## src/design/vsc_pkg.sv

```systemverilog
// shared types, constants and action-list helpers for the voice session controller
`timescale 1ns / 1ps

package vsc_pkg;

  // widths and sizes
  localparam int TIME_BITS   = 32;
  localparam int MAX_ACTIONS = 4;
  localparam int CNT_W       = $clog2(MAX_ACTIONS + 1);
  localparam int IDX_W       = $clog2(MAX_ACTIONS);
  localparam int MODE_W      = 5;
  localparam int SIL_W       = 24;
  localparam int CFG_W       = 24;
  localparam int NUM_REGS    = 8;
  localparam int REG_SEL_W   = $clog2(NUM_REGS);
  localparam int CFG_IDX_W   = REG_SEL_W + 1;
  localparam int ACT_W       = 4;
  localparam int SS_W        = 3;

  // input tdata layout, lowest bit up: now_ms, heard_speech, silence_ms, ok, empty_req
  localparam int IN_HEARD_B  = TIME_BITS;
  localparam int IN_SIL_LO   = TIME_BITS + 1;
  localparam int IN_OK_B     = IN_SIL_LO + SIL_W;
  localparam int IN_EMPTY_B  = IN_OK_B + 1;
  localparam int IN_DATA_W   = ((IN_EMPTY_B + 1 + 7) / 8) * 8;

  // output tdata layout: eyes, speech, attach, accepted, session_state
  localparam int OUT_USED_W  = 2 + 3 + 1 + 1 + SS_W;
  localparam int OUT_DATA_W  = ((OUT_USED_W + 7) / 8) * 8;

  // register indexes
  localparam logic [REG_SEL_W-1:0] REG_MAX_LISTEN   = REG_SEL_W'(0);
  localparam logic [REG_SEL_W-1:0] REG_TRAIL_SIL    = REG_SEL_W'(1);
  localparam logic [REG_SEL_W-1:0] REG_NO_SPEECH    = REG_SEL_W'(2);
  localparam logic [REG_SEL_W-1:0] REG_ASR_START    = REG_SEL_W'(3);
  localparam logic [REG_SEL_W-1:0] REG_ASR_FINISH   = REG_SEL_W'(4);
  localparam logic [REG_SEL_W-1:0] REG_THINK        = REG_SEL_W'(5);
  localparam logic [REG_SEL_W-1:0] REG_APPROVAL     = REG_SEL_W'(6);
  localparam logic [REG_SEL_W-1:0] REG_SPEAK        = REG_SEL_W'(7);

  typedef logic [NUM_REGS-1:0][CFG_W-1:0] cfg_t;

  // register reset values, highest index first
  localparam cfg_t CFG_RST = {
    24'd180000, 24'd600000, 24'd120000, 24'd6000,
    24'd90000,  24'd5000,   24'd1600,   24'd8000
  };

  // reported session state codes
  localparam logic [SS_W-1:0] SS_OFF    = 3'd0;
  localparam logic [SS_W-1:0] SS_IDLE   = 3'd1;
  localparam logic [SS_W-1:0] SS_LISTEN = 3'd2;
  localparam logic [SS_W-1:0] SS_THINK  = 3'd3;
  localparam logic [SS_W-1:0] SS_SPEAK  = 3'd4;

  typedef enum logic [MODE_W-1:0] {
    EV_DISABLE      = 5'd0,
    EV_ENABLE       = 5'd1,
    EV_CANCEL       = 5'd2,
    EV_WAKE         = 5'd3,
    EV_LISTEN       = 5'd4,
    EV_SAY          = 5'd5,
    EV_ASR_STARTED  = 5'd6,
    EV_ASR_FAILED   = 5'd7,
    EV_ASR_ENDPOINT = 5'd8,
    EV_ASR_FINISHED = 5'd9,
    EV_REPLY        = 5'd10,
    EV_PENDING      = 5'd11,
    EV_BUSY         = 5'd12,
    EV_AGENT_FAILED = 5'd13,
    EV_SPEAK_DONE   = 5'd14,
    EV_LINK_LOST    = 5'd15,
    EV_TICK         = 5'd16
  } ev_t;

  typedef enum logic [ACT_W-1:0] {
    A_NONE         = 4'd0,
    A_EYES         = 4'd1,
    A_ASR_START    = 4'd2,
    A_ASR_CANCEL   = 4'd3,
    A_ASR_END      = 4'd4,
    A_SUBMIT       = 4'd5,
    A_AGENT_CANCEL = 4'd6,
    A_FORGET       = 4'd7,
    A_SPEAK        = 4'd8,
    A_SPEAK_CANCEL = 4'd9
  } act_code_t;

  typedef enum logic [1:0] {
    EYES_LISTEN  = 2'd0,
    EYES_SPEAK   = 2'd1,
    EYES_THINK   = 2'd2,
    EYES_RESTORE = 2'd3
  } eyes_t;

  typedef enum logic [2:0] {
    SP_REPLY     = 3'd0,
    SP_TEXT      = 3'd1,
    SP_APPROVAL  = 3'd2,
    SP_ERROR     = 3'd3,
    SP_NOT_HEARD = 3'd4,
    SP_BUSY      = 3'd5
  } speech_t;

  // session state machine, one-hot
  typedef enum logic [4:0] {
    ST_OFF    = 5'b00001,
    ST_IDLE   = 5'b00010,
    ST_LISTEN = 5'b00100,
    ST_THINK  = 5'b01000,
    ST_SPEAK  = 5'b10000
  } st_t;

  typedef struct packed {
    logic [MODE_W-1:0]    mode;
    logic [TIME_BITS-1:0] now_ms;
    logic                 heard_speech;
    logic [SIL_W-1:0]     silence_ms;
    logic                 ok;
    logic                 empty_req;
  } evt_t;

  typedef struct packed {
    act_code_t action;
    eyes_t     eyes;
    speech_t   speech;
    logic      attach;
  } act_t;

  typedef struct packed {
    act_t [MAX_ACTIONS-1:0] item;
    logic [CNT_W-1:0]       cnt;
  } lst_t;

  typedef struct packed {
    st_t                  mode;
    logic [TIME_BITS-1:0] entered;
    logic [TIME_BITS-1:0] end_sent;
    logic [TIME_BITS-1:0] pend_since;
    logic                 started;
    logic                 end_req;
    logic                 appr;
  } sess_t;

  // session plus action list while an event is being worked out
  typedef struct packed {
    sess_t s;
    lst_t  l;
  } work_t;

  // what one event leaves for the output stage
  typedef struct packed {
    lst_t             lst;
    logic             accepted;
    logic [SS_W-1:0]  ss;
  } res_t;

  function automatic logic [SS_W-1:0] st_code(st_t st);
    logic [SS_W-1:0] c;
    case (st)
      ST_OFF:    c = SS_OFF;
      ST_IDLE:   c = SS_IDLE;
      ST_LISTEN: c = SS_LISTEN;
      ST_THINK:  c = SS_THINK;
      ST_SPEAK:  c = SS_SPEAK;
      default:   c = SS_OFF;
    endcase
    return c;
  endfunction

  function automatic logic timed_out(logic [TIME_BITS-1:0] now, logic [TIME_BITS-1:0] t,
                                     logic [CFG_W-1:0] lim);
    logic [TIME_BITS-1:0] d;
    d = now - t;
    return d >= TIME_BITS'(lim);
  endfunction

  // item with all side fields at zero
  function automatic act_t act_mk(act_code_t a);
    act_t r;
    r.action = a;
    r.eyes   = EYES_LISTEN;
    r.speech = SP_REPLY;
    r.attach = 1'b0;
    return r;
  endfunction

  function automatic work_t wk_push(work_t w, act_t a);
    work_t r;
    r = w;
    if (w.l.cnt < CNT_W'(MAX_ACTIONS)) begin
      r.l.item[w.l.cnt[IDX_W-1:0]] = a;
      r.l.cnt = w.l.cnt + CNT_W'(1);
    end
    return r;
  endfunction

  function automatic work_t wk_eyes(work_t w, eyes_t e);
    act_t a;
    a = act_mk(A_EYES);
    a.eyes = e;
    return wk_push(w, a);
  endfunction

  function automatic work_t wk_enter(work_t w, st_t st, logic [TIME_BITS-1:0] now);
    work_t r;
    r = w;
    r.s.mode     = st;
    r.s.entered  = now;
    r.s.end_sent = '0;
    r.s.started  = 1'b0;
    r.s.end_req  = 1'b0;
    return r;
  endfunction

  function automatic work_t wk_forget(work_t w);
    work_t r;
    r = w;
    if (w.s.appr) begin
      r.s.appr = 1'b0;
      r = wk_push(r, act_mk(A_FORGET));
    end
    return r;
  endfunction

  function automatic work_t wk_start_listen(work_t w, logic [TIME_BITS-1:0] now, logic att);
    work_t r;
    act_t  a;
    r = wk_forget(w);
    r = wk_enter(r, ST_LISTEN, now);
    r = wk_eyes(r, EYES_LISTEN);
    a = act_mk(A_ASR_START);
    a.attach = att;
    return wk_push(r, a);
  endfunction

  function automatic work_t wk_speak(work_t w, logic [TIME_BITS-1:0] now, speech_t sp);
    work_t r;
    act_t  a;
    r = wk_enter(w, ST_SPEAK, now);
    if (sp == SP_REPLY || sp == SP_TEXT || sp == SP_APPROVAL) begin
      r = wk_eyes(r, EYES_SPEAK);
    end
    a = act_mk(A_SPEAK);
    a.speech = sp;
    return wk_push(r, a);
  endfunction

  function automatic work_t wk_rest(work_t w, logic [TIME_BITS-1:0] now);
    work_t r;
    r = wk_enter(w, ST_IDLE, now);
    return wk_eyes(r, EYES_RESTORE);
  endfunction

  function automatic work_t wk_abandon(work_t w);
    work_t r;
    case (w.s.mode)
      ST_LISTEN: r = wk_push(w, act_mk(A_ASR_CANCEL));
      ST_THINK:  r = wk_push(w, act_mk(A_AGENT_CANCEL));
      ST_SPEAK:  r = wk_push(w, act_mk(A_SPEAK_CANCEL));
      default:   r = w;
    endcase
    return r;
  endfunction

  // end request: deferred until the recognizer has started, sent once
  function automatic work_t wk_req_end(work_t w, logic [TIME_BITS-1:0] now);
    work_t r;
    r = w;
    if (w.s.end_sent == '0) begin
      if (!w.s.started) begin
        r.s.end_req = 1'b1;
      end else begin
        r.s.end_sent = (now != '0) ? now : TIME_BITS'(1);
        r = wk_push(r, act_mk(A_ASR_END));
      end
    end
    return r;
  endfunction

endpackage

```

## src/design/voice_session_controller_unit.sv

```systemverilog
// top level of the voice session controller: input register, session state, output stage
`timescale 1ns / 1ps
// Path: an accepted event is held in the input register, then evaluated and loaded into the
// output stage register once that stage has space; the remaining results of the same event
// follow one per cycle while out_tready is high. Throughput, while out_tready is high: one
// event per cycle for single-result events, otherwise limited by the output stage that sends
// one action per transaction. Reset (synchronous, active low): session off, timestamps and
// flags cleared, timeout registers back to their defaults, input and output stages empty.

module voice_session_controller_unit (
  input  logic                              clk,
  input  logic                              rst_n,
  input  logic                              in_tvalid,
  output logic                              in_tready,
  input  logic [vsc_pkg::IN_DATA_W-1:0]     in_tdata,   // now_ms, heard_speech, silence_ms, ok, empty_req
  input  logic [vsc_pkg::MODE_W-1:0]        in_tuser,   // mode
  output logic                              out_tvalid,
  input  logic                              out_tready,
  output logic [vsc_pkg::OUT_DATA_W-1:0]    out_tdata,  // eyes, speech, attach, accepted, session_state
  output logic [vsc_pkg::ACT_W-1:0]         out_tuser,  // action
  output logic                              out_tlast,
  input  logic                              cfg_valid,
  output logic                              cfg_ready,
  input  logic [vsc_pkg::CFG_IDX_W-1:0]     cfg_index,
  input  logic [vsc_pkg::CFG_W-1:0]         cfg_data
);

  logic            in_vld_r;
  logic            in_vld_nxt;
  vsc_pkg::evt_t   evt_r;
  vsc_pkg::evt_t   evt_in;
  vsc_pkg::sess_t  sess_r;
  vsc_pkg::sess_t  sess_nxt;
  vsc_pkg::cfg_t   cfg_r;
  vsc_pkg::res_t   res;
  logic            space;
  logic            commit;
  logic            in_take;

  // unpack the input transaction
  assign evt_in.mode         = in_tuser;
  assign evt_in.now_ms       = in_tdata[vsc_pkg::TIME_BITS-1:0];
  assign evt_in.heard_speech = in_tdata[vsc_pkg::IN_HEARD_B];
  assign evt_in.silence_ms   = in_tdata[vsc_pkg::IN_SIL_LO +: vsc_pkg::SIL_W];
  assign evt_in.ok           = in_tdata[vsc_pkg::IN_OK_B];
  assign evt_in.empty_req    = in_tdata[vsc_pkg::IN_EMPTY_B];

  // input register hand-off
  assign commit    = in_vld_r && space;
  assign in_tready = !in_vld_r || commit;
  assign in_take   = in_tvalid && in_tready;

  always_comb begin
    in_vld_nxt = in_vld_r;
    if (in_take) begin
      in_vld_nxt = 1'b1;
    end else if (commit) begin
      in_vld_nxt = 1'b0;
    end
  end

  always_ff @(posedge clk) begin
    if (!rst_n) begin
      in_vld_r <= 1'b0;
    end else begin
      in_vld_r <= in_vld_nxt;
    end
  end

  always_ff @(posedge clk) begin
    if (in_take) begin
      evt_r <= evt_in;
    end
  end

  // event evaluation
  vsc_eval u_eval (
    .cur (sess_r),
    .evt (evt_r),
    .cfg (cfg_r),
    .nxt (sess_nxt),
    .res (res)
  );

  // session state register
  always_ff @(posedge clk) begin
    if (!rst_n) begin
      sess_r.mode       <= vsc_pkg::ST_OFF;
      sess_r.entered    <= '0;
      sess_r.end_sent   <= '0;
      sess_r.pend_since <= '0;
      sess_r.started    <= 1'b0;
      sess_r.end_req    <= 1'b0;
      sess_r.appr       <= 1'b0;
    end else if (commit) begin
      sess_r <= sess_nxt;
    end
  end

  // timeout registers, writes beyond the list are dropped
  assign cfg_ready = 1'b1;

  always_ff @(posedge clk) begin
    if (!rst_n) begin
      cfg_r <= vsc_pkg::CFG_RST;
    end else if (cfg_valid && cfg_ready &&
                 cfg_index < vsc_pkg::CFG_IDX_W'(vsc_pkg::NUM_REGS)) begin
      cfg_r[cfg_index[vsc_pkg::REG_SEL_W-1:0]] <= cfg_data;
    end
  end

  // result stage
  vsc_emit u_emit (
    .clk        (clk),
    .rst_n      (rst_n),
    .load       (commit),
    .res        (res),
    .space      (space),
    .out_tvalid (out_tvalid),
    .out_tready (out_tready),
    .out_tdata  (out_tdata),
    .out_tuser  (out_tuser),
    .out_tlast  (out_tlast)
  );

endmodule

```

## src/design/vsc_eval.sv

```systemverilog
// next-state and action-list logic for one registered event
`timescale 1ns / 1ps

module vsc_eval (
  input  vsc_pkg::sess_t cur,
  input  vsc_pkg::evt_t  evt,
  input  vsc_pkg::cfg_t  cfg,
  output vsc_pkg::sess_t nxt,
  output vsc_pkg::res_t  res
);

  vsc_pkg::work_t             w;
  logic                       acc;
  logic [vsc_pkg::TIME_BITS-1:0] now;
  logic                       is_wake;
  logic                       good;

  assign now     = evt.now_ms;
  assign is_wake = (evt.mode == vsc_pkg::EV_WAKE);
  assign good    = evt.ok && !evt.empty_req;

  // event dispatch: global events first, then per-state handling
  always_comb begin
    w.s = cur;
    w.l = '0;
    acc = 1'b0;
    if (evt.mode == vsc_pkg::EV_DISABLE) begin
      acc = 1'b1;
      if (cur.mode != vsc_pkg::ST_OFF) begin
        w = vsc_pkg::wk_abandon(w);
        w = vsc_pkg::wk_forget(w);
        if (cur.mode != vsc_pkg::ST_IDLE) begin
          w = vsc_pkg::wk_eyes(w, vsc_pkg::EYES_RESTORE);
        end
        w = vsc_pkg::wk_enter(w, vsc_pkg::ST_OFF, now);
      end
    end else if (evt.mode == vsc_pkg::EV_ENABLE) begin
      acc = 1'b1;
      if (cur.mode == vsc_pkg::ST_OFF) begin
        w = vsc_pkg::wk_enter(w, vsc_pkg::ST_IDLE, now);
      end
    end else if (evt.mode == vsc_pkg::EV_CANCEL && cur.mode != vsc_pkg::ST_OFF) begin
      acc = 1'b1;
      w = vsc_pkg::wk_abandon(w);
      w = vsc_pkg::wk_forget(w);
      if (cur.mode != vsc_pkg::ST_IDLE) begin
        w = vsc_pkg::wk_rest(w, now);
      end
    end else begin
      case (cur.mode)
        // idle
        vsc_pkg::ST_IDLE: begin
          acc = 1'b1;
          case (evt.mode)
            vsc_pkg::EV_WAKE, vsc_pkg::EV_LISTEN: begin
              w = vsc_pkg::wk_start_listen(w, now, is_wake);
            end
            vsc_pkg::EV_SAY: begin
              w = vsc_pkg::wk_speak(w, now, vsc_pkg::SP_TEXT);
            end
            vsc_pkg::EV_REPLY: begin
              if (!cur.appr) begin
                acc = 1'b0;
              end else begin
                w.s.appr = 1'b0;
                if (good) begin
                  w = vsc_pkg::wk_speak(w, now, vsc_pkg::SP_REPLY);
                end
              end
            end
            vsc_pkg::EV_AGENT_FAILED: begin
              w.s.appr = 1'b0;
            end
            vsc_pkg::EV_TICK: begin
              if (cur.appr &&
                  vsc_pkg::timed_out(now, cur.pend_since, cfg[vsc_pkg::REG_APPROVAL])) begin
                w = vsc_pkg::wk_forget(w);
              end
            end
            vsc_pkg::EV_LINK_LOST: begin
              acc = 1'b1;
            end
            default: begin
              acc = 1'b0;
            end
          endcase
        end
        // listening
        vsc_pkg::ST_LISTEN: begin
          acc = 1'b1;
          case (evt.mode)
            vsc_pkg::EV_ASR_STARTED: begin
              w.s.started = 1'b1;
              w.s.entered = now;
              if (cur.end_req) begin
                w = vsc_pkg::wk_req_end(w, now);
              end
            end
            vsc_pkg::EV_ASR_FAILED: begin
              w = vsc_pkg::wk_speak(w, now, vsc_pkg::SP_ERROR);
            end
            vsc_pkg::EV_ASR_ENDPOINT: begin
              if (evt.heard_speech) begin
                w = vsc_pkg::wk_req_end(w, now);
              end
            end
            vsc_pkg::EV_ASR_FINISHED: begin
              if (!good) begin
                w = vsc_pkg::wk_speak(w, now, vsc_pkg::SP_NOT_HEARD);
              end else begin
                w = vsc_pkg::wk_enter(w, vsc_pkg::ST_THINK, now);
                w = vsc_pkg::wk_eyes(w, vsc_pkg::EYES_THINK);
                w = vsc_pkg::wk_push(w, vsc_pkg::act_mk(vsc_pkg::A_SUBMIT));
              end
            end
            vsc_pkg::EV_TICK: begin
              if (!cur.started) begin
                if (vsc_pkg::timed_out(now, cur.entered, cfg[vsc_pkg::REG_ASR_START])) begin
                  w = vsc_pkg::wk_push(w, vsc_pkg::act_mk(vsc_pkg::A_ASR_CANCEL));
                  w = vsc_pkg::wk_speak(w, now, vsc_pkg::SP_ERROR);
                end
              end else if (cur.end_sent != '0) begin
                if (vsc_pkg::timed_out(now, cur.end_sent, cfg[vsc_pkg::REG_ASR_FINISH])) begin
                  w = vsc_pkg::wk_push(w, vsc_pkg::act_mk(vsc_pkg::A_ASR_CANCEL));
                  w = vsc_pkg::wk_speak(w, now, vsc_pkg::SP_NOT_HEARD);
                end
              end else if ((evt.heard_speech &&
                            evt.silence_ms >= cfg[vsc_pkg::REG_TRAIL_SIL]) ||
                           (!evt.heard_speech &&
                            vsc_pkg::timed_out(now, cur.entered,
                                               cfg[vsc_pkg::REG_NO_SPEECH])) ||
                           vsc_pkg::timed_out(now, cur.entered,
                                              cfg[vsc_pkg::REG_MAX_LISTEN])) begin
                w = vsc_pkg::wk_req_end(w, now);
              end
            end
            vsc_pkg::EV_LINK_LOST: begin
              w = vsc_pkg::wk_rest(w, now);
            end
            vsc_pkg::EV_WAKE, vsc_pkg::EV_LISTEN: begin
              acc = 1'b1;
            end
            default: begin
              acc = 1'b0;
            end
          endcase
        end
        // thinking
        vsc_pkg::ST_THINK: begin
          acc = 1'b1;
          case (evt.mode)
            vsc_pkg::EV_REPLY: begin
              if (good) begin
                w = vsc_pkg::wk_speak(w, now, vsc_pkg::SP_REPLY);
              end else begin
                w = vsc_pkg::wk_speak(w, now, vsc_pkg::SP_ERROR);
              end
            end
            vsc_pkg::EV_PENDING: begin
              w.s.appr       = 1'b1;
              w.s.pend_since = now;
              w = vsc_pkg::wk_speak(w, now, vsc_pkg::SP_APPROVAL);
            end
            vsc_pkg::EV_BUSY: begin
              w = vsc_pkg::wk_speak(w, now, vsc_pkg::SP_BUSY);
            end
            vsc_pkg::EV_AGENT_FAILED: begin
              w = vsc_pkg::wk_speak(w, now, vsc_pkg::SP_ERROR);
            end
            vsc_pkg::EV_TICK: begin
              if (vsc_pkg::timed_out(now, cur.entered, cfg[vsc_pkg::REG_THINK])) begin
                w = vsc_pkg::wk_push(w, vsc_pkg::act_mk(vsc_pkg::A_AGENT_CANCEL));
                w = vsc_pkg::wk_speak(w, now, vsc_pkg::SP_ERROR);
              end
            end
            vsc_pkg::EV_WAKE, vsc_pkg::EV_LISTEN: begin
              w = vsc_pkg::wk_push(w, vsc_pkg::act_mk(vsc_pkg::A_AGENT_CANCEL));
              w = vsc_pkg::wk_start_listen(w, now, is_wake);
            end
            vsc_pkg::EV_LINK_LOST: begin
              acc = 1'b1;
            end
            default: begin
              acc = 1'b0;
            end
          endcase
        end
        // speaking
        vsc_pkg::ST_SPEAK: begin
          acc = 1'b1;
          case (evt.mode)
            vsc_pkg::EV_SPEAK_DONE: begin
              w = vsc_pkg::wk_rest(w, now);
            end
            vsc_pkg::EV_WAKE, vsc_pkg::EV_LISTEN: begin
              w = vsc_pkg::wk_push(w, vsc_pkg::act_mk(vsc_pkg::A_SPEAK_CANCEL));
              w = vsc_pkg::wk_start_listen(w, now, is_wake);
            end
            vsc_pkg::EV_LINK_LOST: begin
              w = vsc_pkg::wk_push(w, vsc_pkg::act_mk(vsc_pkg::A_SPEAK_CANCEL));
              w = vsc_pkg::wk_rest(w, now);
            end
            vsc_pkg::EV_TICK: begin
              if (vsc_pkg::timed_out(now, cur.entered, cfg[vsc_pkg::REG_SPEAK])) begin
                w = vsc_pkg::wk_push(w, vsc_pkg::act_mk(vsc_pkg::A_SPEAK_CANCEL));
                w = vsc_pkg::wk_rest(w, now);
              end
            end
            vsc_pkg::EV_REPLY, vsc_pkg::EV_AGENT_FAILED: begin
              w.s.appr = 1'b0;
            end
            default: begin
              acc = 1'b0;
            end
          endcase
        end
        default: begin
          acc = 1'b0;
        end
      endcase
    end
    // an event with no actions still reports one item
    if (w.l.cnt == '0) begin
      w = vsc_pkg::wk_push(w, vsc_pkg::act_mk(vsc_pkg::A_NONE));
    end
  end

  assign nxt          = w.s;
  assign res.lst      = w.l;
  assign res.accepted = acc;
  assign res.ss       = vsc_pkg::st_code(w.s.mode);

endmodule

```

## src/design/vsc_emit.sv

```systemverilog
// output stage: holds one event's action list and sends it one item per transaction
`timescale 1ns / 1ps

module vsc_emit (
  input  logic                              clk,
  input  logic                              rst_n,
  input  logic                              load,
  input  vsc_pkg::res_t                     res,
  output logic                              space,
  output logic                              out_tvalid,
  input  logic                              out_tready,
  output logic [vsc_pkg::OUT_DATA_W-1:0]    out_tdata,  // eyes, speech, attach, accepted, session_state
  output logic [vsc_pkg::ACT_W-1:0]         out_tuser,  // action
  output logic                              out_tlast
);

  logic                        vld_r;
  logic                        vld_nxt;
  logic [vsc_pkg::IDX_W-1:0]   idx_r;
  logic [vsc_pkg::IDX_W-1:0]   idx_nxt;
  vsc_pkg::res_t               res_r;
  vsc_pkg::act_t               item;
  logic                        last;
  logic                        take;

  // current item and end of list
  assign item  = res_r.lst.item[idx_r];
  assign last  = (vsc_pkg::CNT_W'(idx_r) + vsc_pkg::CNT_W'(1)) == res_r.lst.cnt;
  assign take  = vld_r && out_tready;
  assign space = !vld_r || (take && last);

  // list pointer and valid
  always_comb begin
    vld_nxt = vld_r;
    idx_nxt = idx_r;
    if (load) begin
      vld_nxt = 1'b1;
      idx_nxt = '0;
    end else if (take) begin
      if (last) begin
        vld_nxt = 1'b0;
      end else begin
        idx_nxt = idx_r + vsc_pkg::IDX_W'(1);
      end
    end
  end

  always_ff @(posedge clk) begin
    if (!rst_n) begin
      vld_r <= 1'b0;
      idx_r <= '0;
    end else begin
      vld_r <= vld_nxt;
      idx_r <= idx_nxt;
    end
  end

  // list payload
  always_ff @(posedge clk) begin
    if (load) begin
      res_r <= res;
    end
  end

  assign out_tvalid = vld_r;
  assign out_tuser  = item.action;
  assign out_tlast  = last;
  assign out_tdata  = {(vsc_pkg::OUT_DATA_W - vsc_pkg::OUT_USED_W)'(0),
                       res_r.ss, res_r.accepted, item.attach, item.speech, item.eyes};

endmodule

```

## config.mk

```make
export PLATFORM = sky130hd
export DESIGN_NAME = voice_session_controller_unit
export DESIGN_NICKNAME = d
export VERILOG_FILES = /design/src/design/vsc_pkg.sv /design/src/design/voice_session_controller_unit.sv /design/src/design/vsc_eval.sv /design/src/design/vsc_emit.sv
export SDC_FILE = /design/constraint.sdc
export NUM_CORES = 1
export LEC_CHECK = 0
export ABC_CLOCK_PERIOD_IN_PS = 7960
export BUFFER_PORTS_ARGS = -buffer_cell sky130_fd_sc_hd__buf_2
export CELL_PAD_IN_SITES_DETAIL_PLACEMENT = 2
export CELL_PAD_IN_SITES_GLOBAL_PLACEMENT = 2
export CORE_MARGIN = 5
export CORE_UTILIZATION = 39
export CTS_BUF_LIST = sky130_fd_sc_hd__clkbuf_4
export DETAILED_ROUTE_END_ITERATION = 7
export PLACE_DENSITY = 0.94
export SYNTH_ARGS = -nofsm -noshare
export SYNTH_HDL_FRONTEND = slang
export SYNTH_SLANG_ARGS = --single-unit
```

## constraint.sdc

```tcl
create_clock -name clk -period 7.96 [get_ports clk]
set_input_delay 2.388 -clock clk [delete_from_list [all_inputs] [get_ports clk]]
set_output_delay 2.388 -clock clk [all_outputs]
set_load 0.05 [all_outputs]
```

# Yosys cells after proc, flatten, opt, wreduce, memory -nomap -nowiden
# Index checks and enable logic that the tools add are counted.
# word_totals
output_inout_bits,24
regBits,411
wordCells,546
input_bits,102
# op_classes
n_mux,244
n_reduce_logical,61
n_bitwise,61
magnitude_cmp,81
add_sub_neg,28
eq_ne,28
# op_table
op,n
2-to-1 mux 147 bit,45
2-to-1 mux 43 bit,44
case mux 147 bit (6 select lines),2
2-to-1 mux 78 bit,19
2-to-1 mux 110 bit,6
2-to-1 mux 13 bit,48
case mux 147 bit (4 select lines),1
demux 10 bit (select 2 bit),23
case mux 103 bit (4 select lines),1
case mux 43 bit (4 select lines),2
case mux 103 bit (3 select lines),1
inverter 28 bit,10
2-to-1 mux 10 bit,24
>= comparator 32 x 24 -> 1 bit,7
bitwise mux 192 bit,1
AND 36 bit,5
inverter 36 bit,5
AND 7 x 28 -> 28 bit,6
inverter 32 bit,4
bitwise mux 40 bit,3
AND 28 bit,4
subtractor 32 bit,3
demux 24 bit (select 3 bit),1
< comparator 2 x 3 -> 1 bit (second input constant),24
other kinds (54),214

# Depth between registers and ports, before layout
# depth
depth_word,51
mapped_depth,34
depth_no_buf,33

# By module
# From an unflattened synthesis, not the netlist that was laid out.
# hier_totals
cells_unflattened,3877
area_unflattened_um2,31527.7
# by_module_without_submodules
mod,instances,cells_each,seq_area_each_um2,area_per_inst_um2
vsc_eval,1,2539,0.0,16615.9
voice_session_controller_unit,1,1241,7867.5,12936.2
vsc_emit,1,97,1471.4,1975.6

# Worst setup path before layout
# OpenSTA, ideal clock, no wires.
# synth_timing
path_kind,input-to-reg
start,input port out_tready
end,"register evt_r[0] (netlist bit), enable pin"
stages,2
required_ps,7453
arrival_time_ps,5689
n_path_buf,0
setup_time_ps,507
setup_slack_ps,1764
path_cell_list,a21boi_0 > a21oi_1
# synth_via
elab_chain_cells,6
# synth_lines
item,line_no,source
start: declaration,voice_session_controller_unit.sv:18,"input logic out_tready,"
logical AND 1 bit,vsc_emit.sv:29,assign take = vld_r && out_tready;
logical AND 1 bit,vsc_emit.sv:30,assign space = !vld_r || (take && last);
logical OR 1 bit,vsc_emit.sv:30,
logical AND 1 bit,voice_session_controller_unit.sv:49,assign commit = in_vld_r && space;
logical OR 1 bit,voice_session_controller_unit.sv:50,assign in_tready = !in_vld_r || commit;
logical AND 1 bit,voice_session_controller_unit.sv:51,assign in_take = in_tvalid && in_tready;
net in_take,voice_session_controller_unit.sv:38,logic in_take;
end signal: assignment,voice_session_controller_unit.sv:72,evt_r <= evt_in;
end: declaration,voice_session_controller_unit.sv:30,vsc_pkg::evt_t evt_r;
# The timed path passes the listed nets, and every way through them passes these cells.
# A chain may end at the register's enable or synchronous reset.

==> flow_metrics.env <==
export IMPL_numCtsBuffers=117
export IMPL_skew_ns=0.09090
export IMPL_overflow=0
export IMPL_tritoncts="built"
export IMPL_cp_data_arrival_time_ns=8.56
export IMPL_design_area_um2=29290
export IMPL_stdcell_count=4377
export IMPL_dpl_instance_area_um2=27640
export IMPL_routedWlPerCell_um=31.87
export IMPL_drive_gt1_share_pct=11.69
export IMPL_async_flop_share_pct=0
export IMPL_worst_setup_path_end_kind="flop"
export IMPL_setup_violations=0
export IMPL_synth_top_area_share_pct=22.71
export IMPL_drv_slew=0
export IMPL_nets=3791
export IMPL_ir_worst_vdd_uv=172.7
export IMPL_synth_ff_type="dfxtp_1"
export IMPL_initial_utilization_pct=39.37
export IMPL_ctsRootBufferMaster="clkbuf_4"
export IMPL_ctsResizeCount=0
export IMPL_clkLatencyLatePin_ns=1.00
export IMPL_dpl_worst_slack_ns=0.3864
export IMPL_fin_crit_sh_pct=99.05
export IMPL_die_width_um=270.4
export IMPL_netlist_area_um2=26440
export IMPL_drt_iter0_markers=2544
export IMPL_drv_cap=0
export IMPL_synth_seq_cells=396
export IMPL_dp_hpwl_mm=85.16
export IMPL_powerDensity_nw_per_um2=191.7
export IMPL_via_per_inst=6.487
export IMPL_outcome="finished, final reports clean"
export IMPL_ios=126
export IMPL_cts_htree_levels=3
export IMPL_crit_path_max_fanout=9
export IMPL_period_needed_ns=7.885
export IMPL_synth_commonest_cells="nand2_1 (567), a21oi_1 (371), inv_1 (334), dfxtp_1 (300), ha_1 (293)"
export IMPL_grt_max_degree=88
export IMPL_crit_top_cell="o21ai_1"
export IMPL_slowest_delay_ns=0.61
export IMPL_clockBufferDepth=3
export IMPL_fmax_ghz=0.1268
export IMPL_post_route_util_pct=43.62
export IMPL_cts_setup_buffers=0
export IMPL_cp_slowest_cell="or4_1"
export IMPL_p_leak_nw=11.51
export IMPL_synth_edf_count=96
export IMPL_max_slew_margin_pct=7.030
export IMPL_die_h_um=270.4
export IMPL_coreArea_um2=67160
export IMPL_ys_warn_count=0
export IMPL_place_inst=4147
export IMPL_cts_hold_buf=0
export IMPL_cts_sinks=396
export IMPL_synth_area_leaders="dfxtp_1 (23%), ha_1 (14%), edfxtp_1 (11%)"
export IMPL_ys_types=95
export IMPL_numPortBuffers=113
export IMPL_worst_slack_ns=0.07525
export IMPL_clk_pin_slew_worst_paths_ns=0.09
export IMPL_total_power_w=0.005614
export IMPL_worst_pin_slew_ns=1.395
export IMPL_synth_most_common_cell="nand2_1"
export IMPL_syn_inst=3285
export IMPL_area_delta_synth_final_pct=10.78
export IMPL_avgSynthCellArea_um2=8.049
export IMPL_antenna_found_initial=14
export IMPL_hp_class="reg2reg"
export IMPL_grt_util_all_layers_pct=36.65
export IMPL_routed_wl_mm=139.5
export IMPL_vias=28390
export IMPL_synth_top_cell_by_area="dfxtp_1"
export IMPL_drc_errors=0
export IMPL_grt_pass1_vias=32440
export IMPL_globalplace_congestion=0.9253
export IMPL_finalHoldViolCount=0
export IMPL_die_area_um2=73110
export IMPL_dr_pass1_iters=5
export IMPL_ys_seq_area_share_pct=33.62
export IMPL_critPathLaunchType="flop"
export IMPL_critPathRequiredTime_ns=8.64
export IMPL_grt_pass1_wl_mm=206.6
export IMPL_fp_row_count=95
export IMPL_worst_setup_path_type="reg2reg"
export IMPL_final_antenna_net_count=0
-- state kept, by name, indices dropped and copies added (netlist names) --
register,cells
u_emit.out_tvalid,1
cfg_r,192
u_emit.out_tdata,4
sess_r,104
u_emit.idx_r,2
in_vld_r,1
u_emit.res_r,28
evt_r,64
-- layout by cell type, fill, tap and decap left out, drive strengths merged, types with 43 or more instances in the layout --
cell and instances:
a21o 80, a21oi 371, buf 158, clkbuf 170, clkinv 47, dfxtp 300, edfxtp 96, ha 293
inv 339, nand2 569, nand4 50, nor2 167, nor3 43, o211ai 74, o21ai 136, xnor2 49
-- stage by stage --
stage / hold WS (ns) / TNS, ns
after floorplan: 0.4363 / 0
after global placement: 0.4417 / 0
after detailed placement: 0.4530 / 0
after CTS: 0.4627 / 0
after global routing: 0.4880 / -0.05600
final: 0.4570 / 0
-- where the power goes --
group          internal (W)  leakage, nW  total [W]  switching, W
registers           0.00211         3.35    0.00218     0.0000693
logic              0.000376         7.20    0.00115      0.000775
clock network       0.00110        0.955    0.00229       0.00119
total               0.00358         11.5    0.00561       0.00203
-- metal layers --
metal  vias up  global-route usage [%]  part of all wire, %  wire length [µm]
met5         -                       0                0.057                80
met4        14                   30.62                  9.9             13790
met3       838                   10.89                  7.8             10870
met2      1672                   62.33                   48             66490
met1     14120                   36.93                   35             48280
li1      11750                       -                    -                 -
-- cells by family after synthesis --
| kind of cell | Yosys count | share of synthesized area (%) |
|---|---|---|
| AOI/OAI and AO/OA | 882 | 21.04 |
| DFF | 396 | 33.62 |
| xor gates and xnor gates | 90 | 2.981 |
| and+or+nand+nor | 1061 | 18.21 |
| buffers and inverters | 510 | 8.016 |
| other | 2 | 0.02840 |
| muxes | 48 | 2.016 |
| adders and majority gates | 296 | 14.09 |
-- worst max-delay path: cells and delay by family (launching register included) --
kind	cells	cell delay (ns)
AOI/OAI and AO/OA	14	3.15
xor gates and xnor gates	1	0.18
adders and majority gates	4	1.22
buffers and inverters	2	0.25
DFF	1	0.44
and+or+nand+nor	12	2.32
-- worst paths after layout --
| path | start | end | slack (ns) | cells after the start |
|---|---|---|---|---|
| setup / recovery | evt_r[27] | u_emit.res_r[14] | 0.08 | 33 |
| hold / removal | sess_r[26] | sess_r[26] | 0.46 | 2 |
| setup reg to reg | evt_r[27] | u_emit.res_r[14] | 0.08 | 33 |
| hold reg to reg | sess_r[26] | sess_r[26] | 0.46 | 2 |
-- layout make-up --
| cell class | count | area, µm² |
|---|---|---|
| multi-input cells | 2384 | 15510 |
| flip-flops and latches | 396 | 8889 |
| well taps | 873 | 1092 |
| fillers | 7465 | 37870 |
| diodes | 6 | 15.01 |
| clock buffers | 170 | 1276 |
| repair buffers | 158 | 903.4 |
| clock inverters | 54 | 337.8 |
| inverters | 336 | 1269 |
Note: power is estimated with default switching activity, not from simulation.
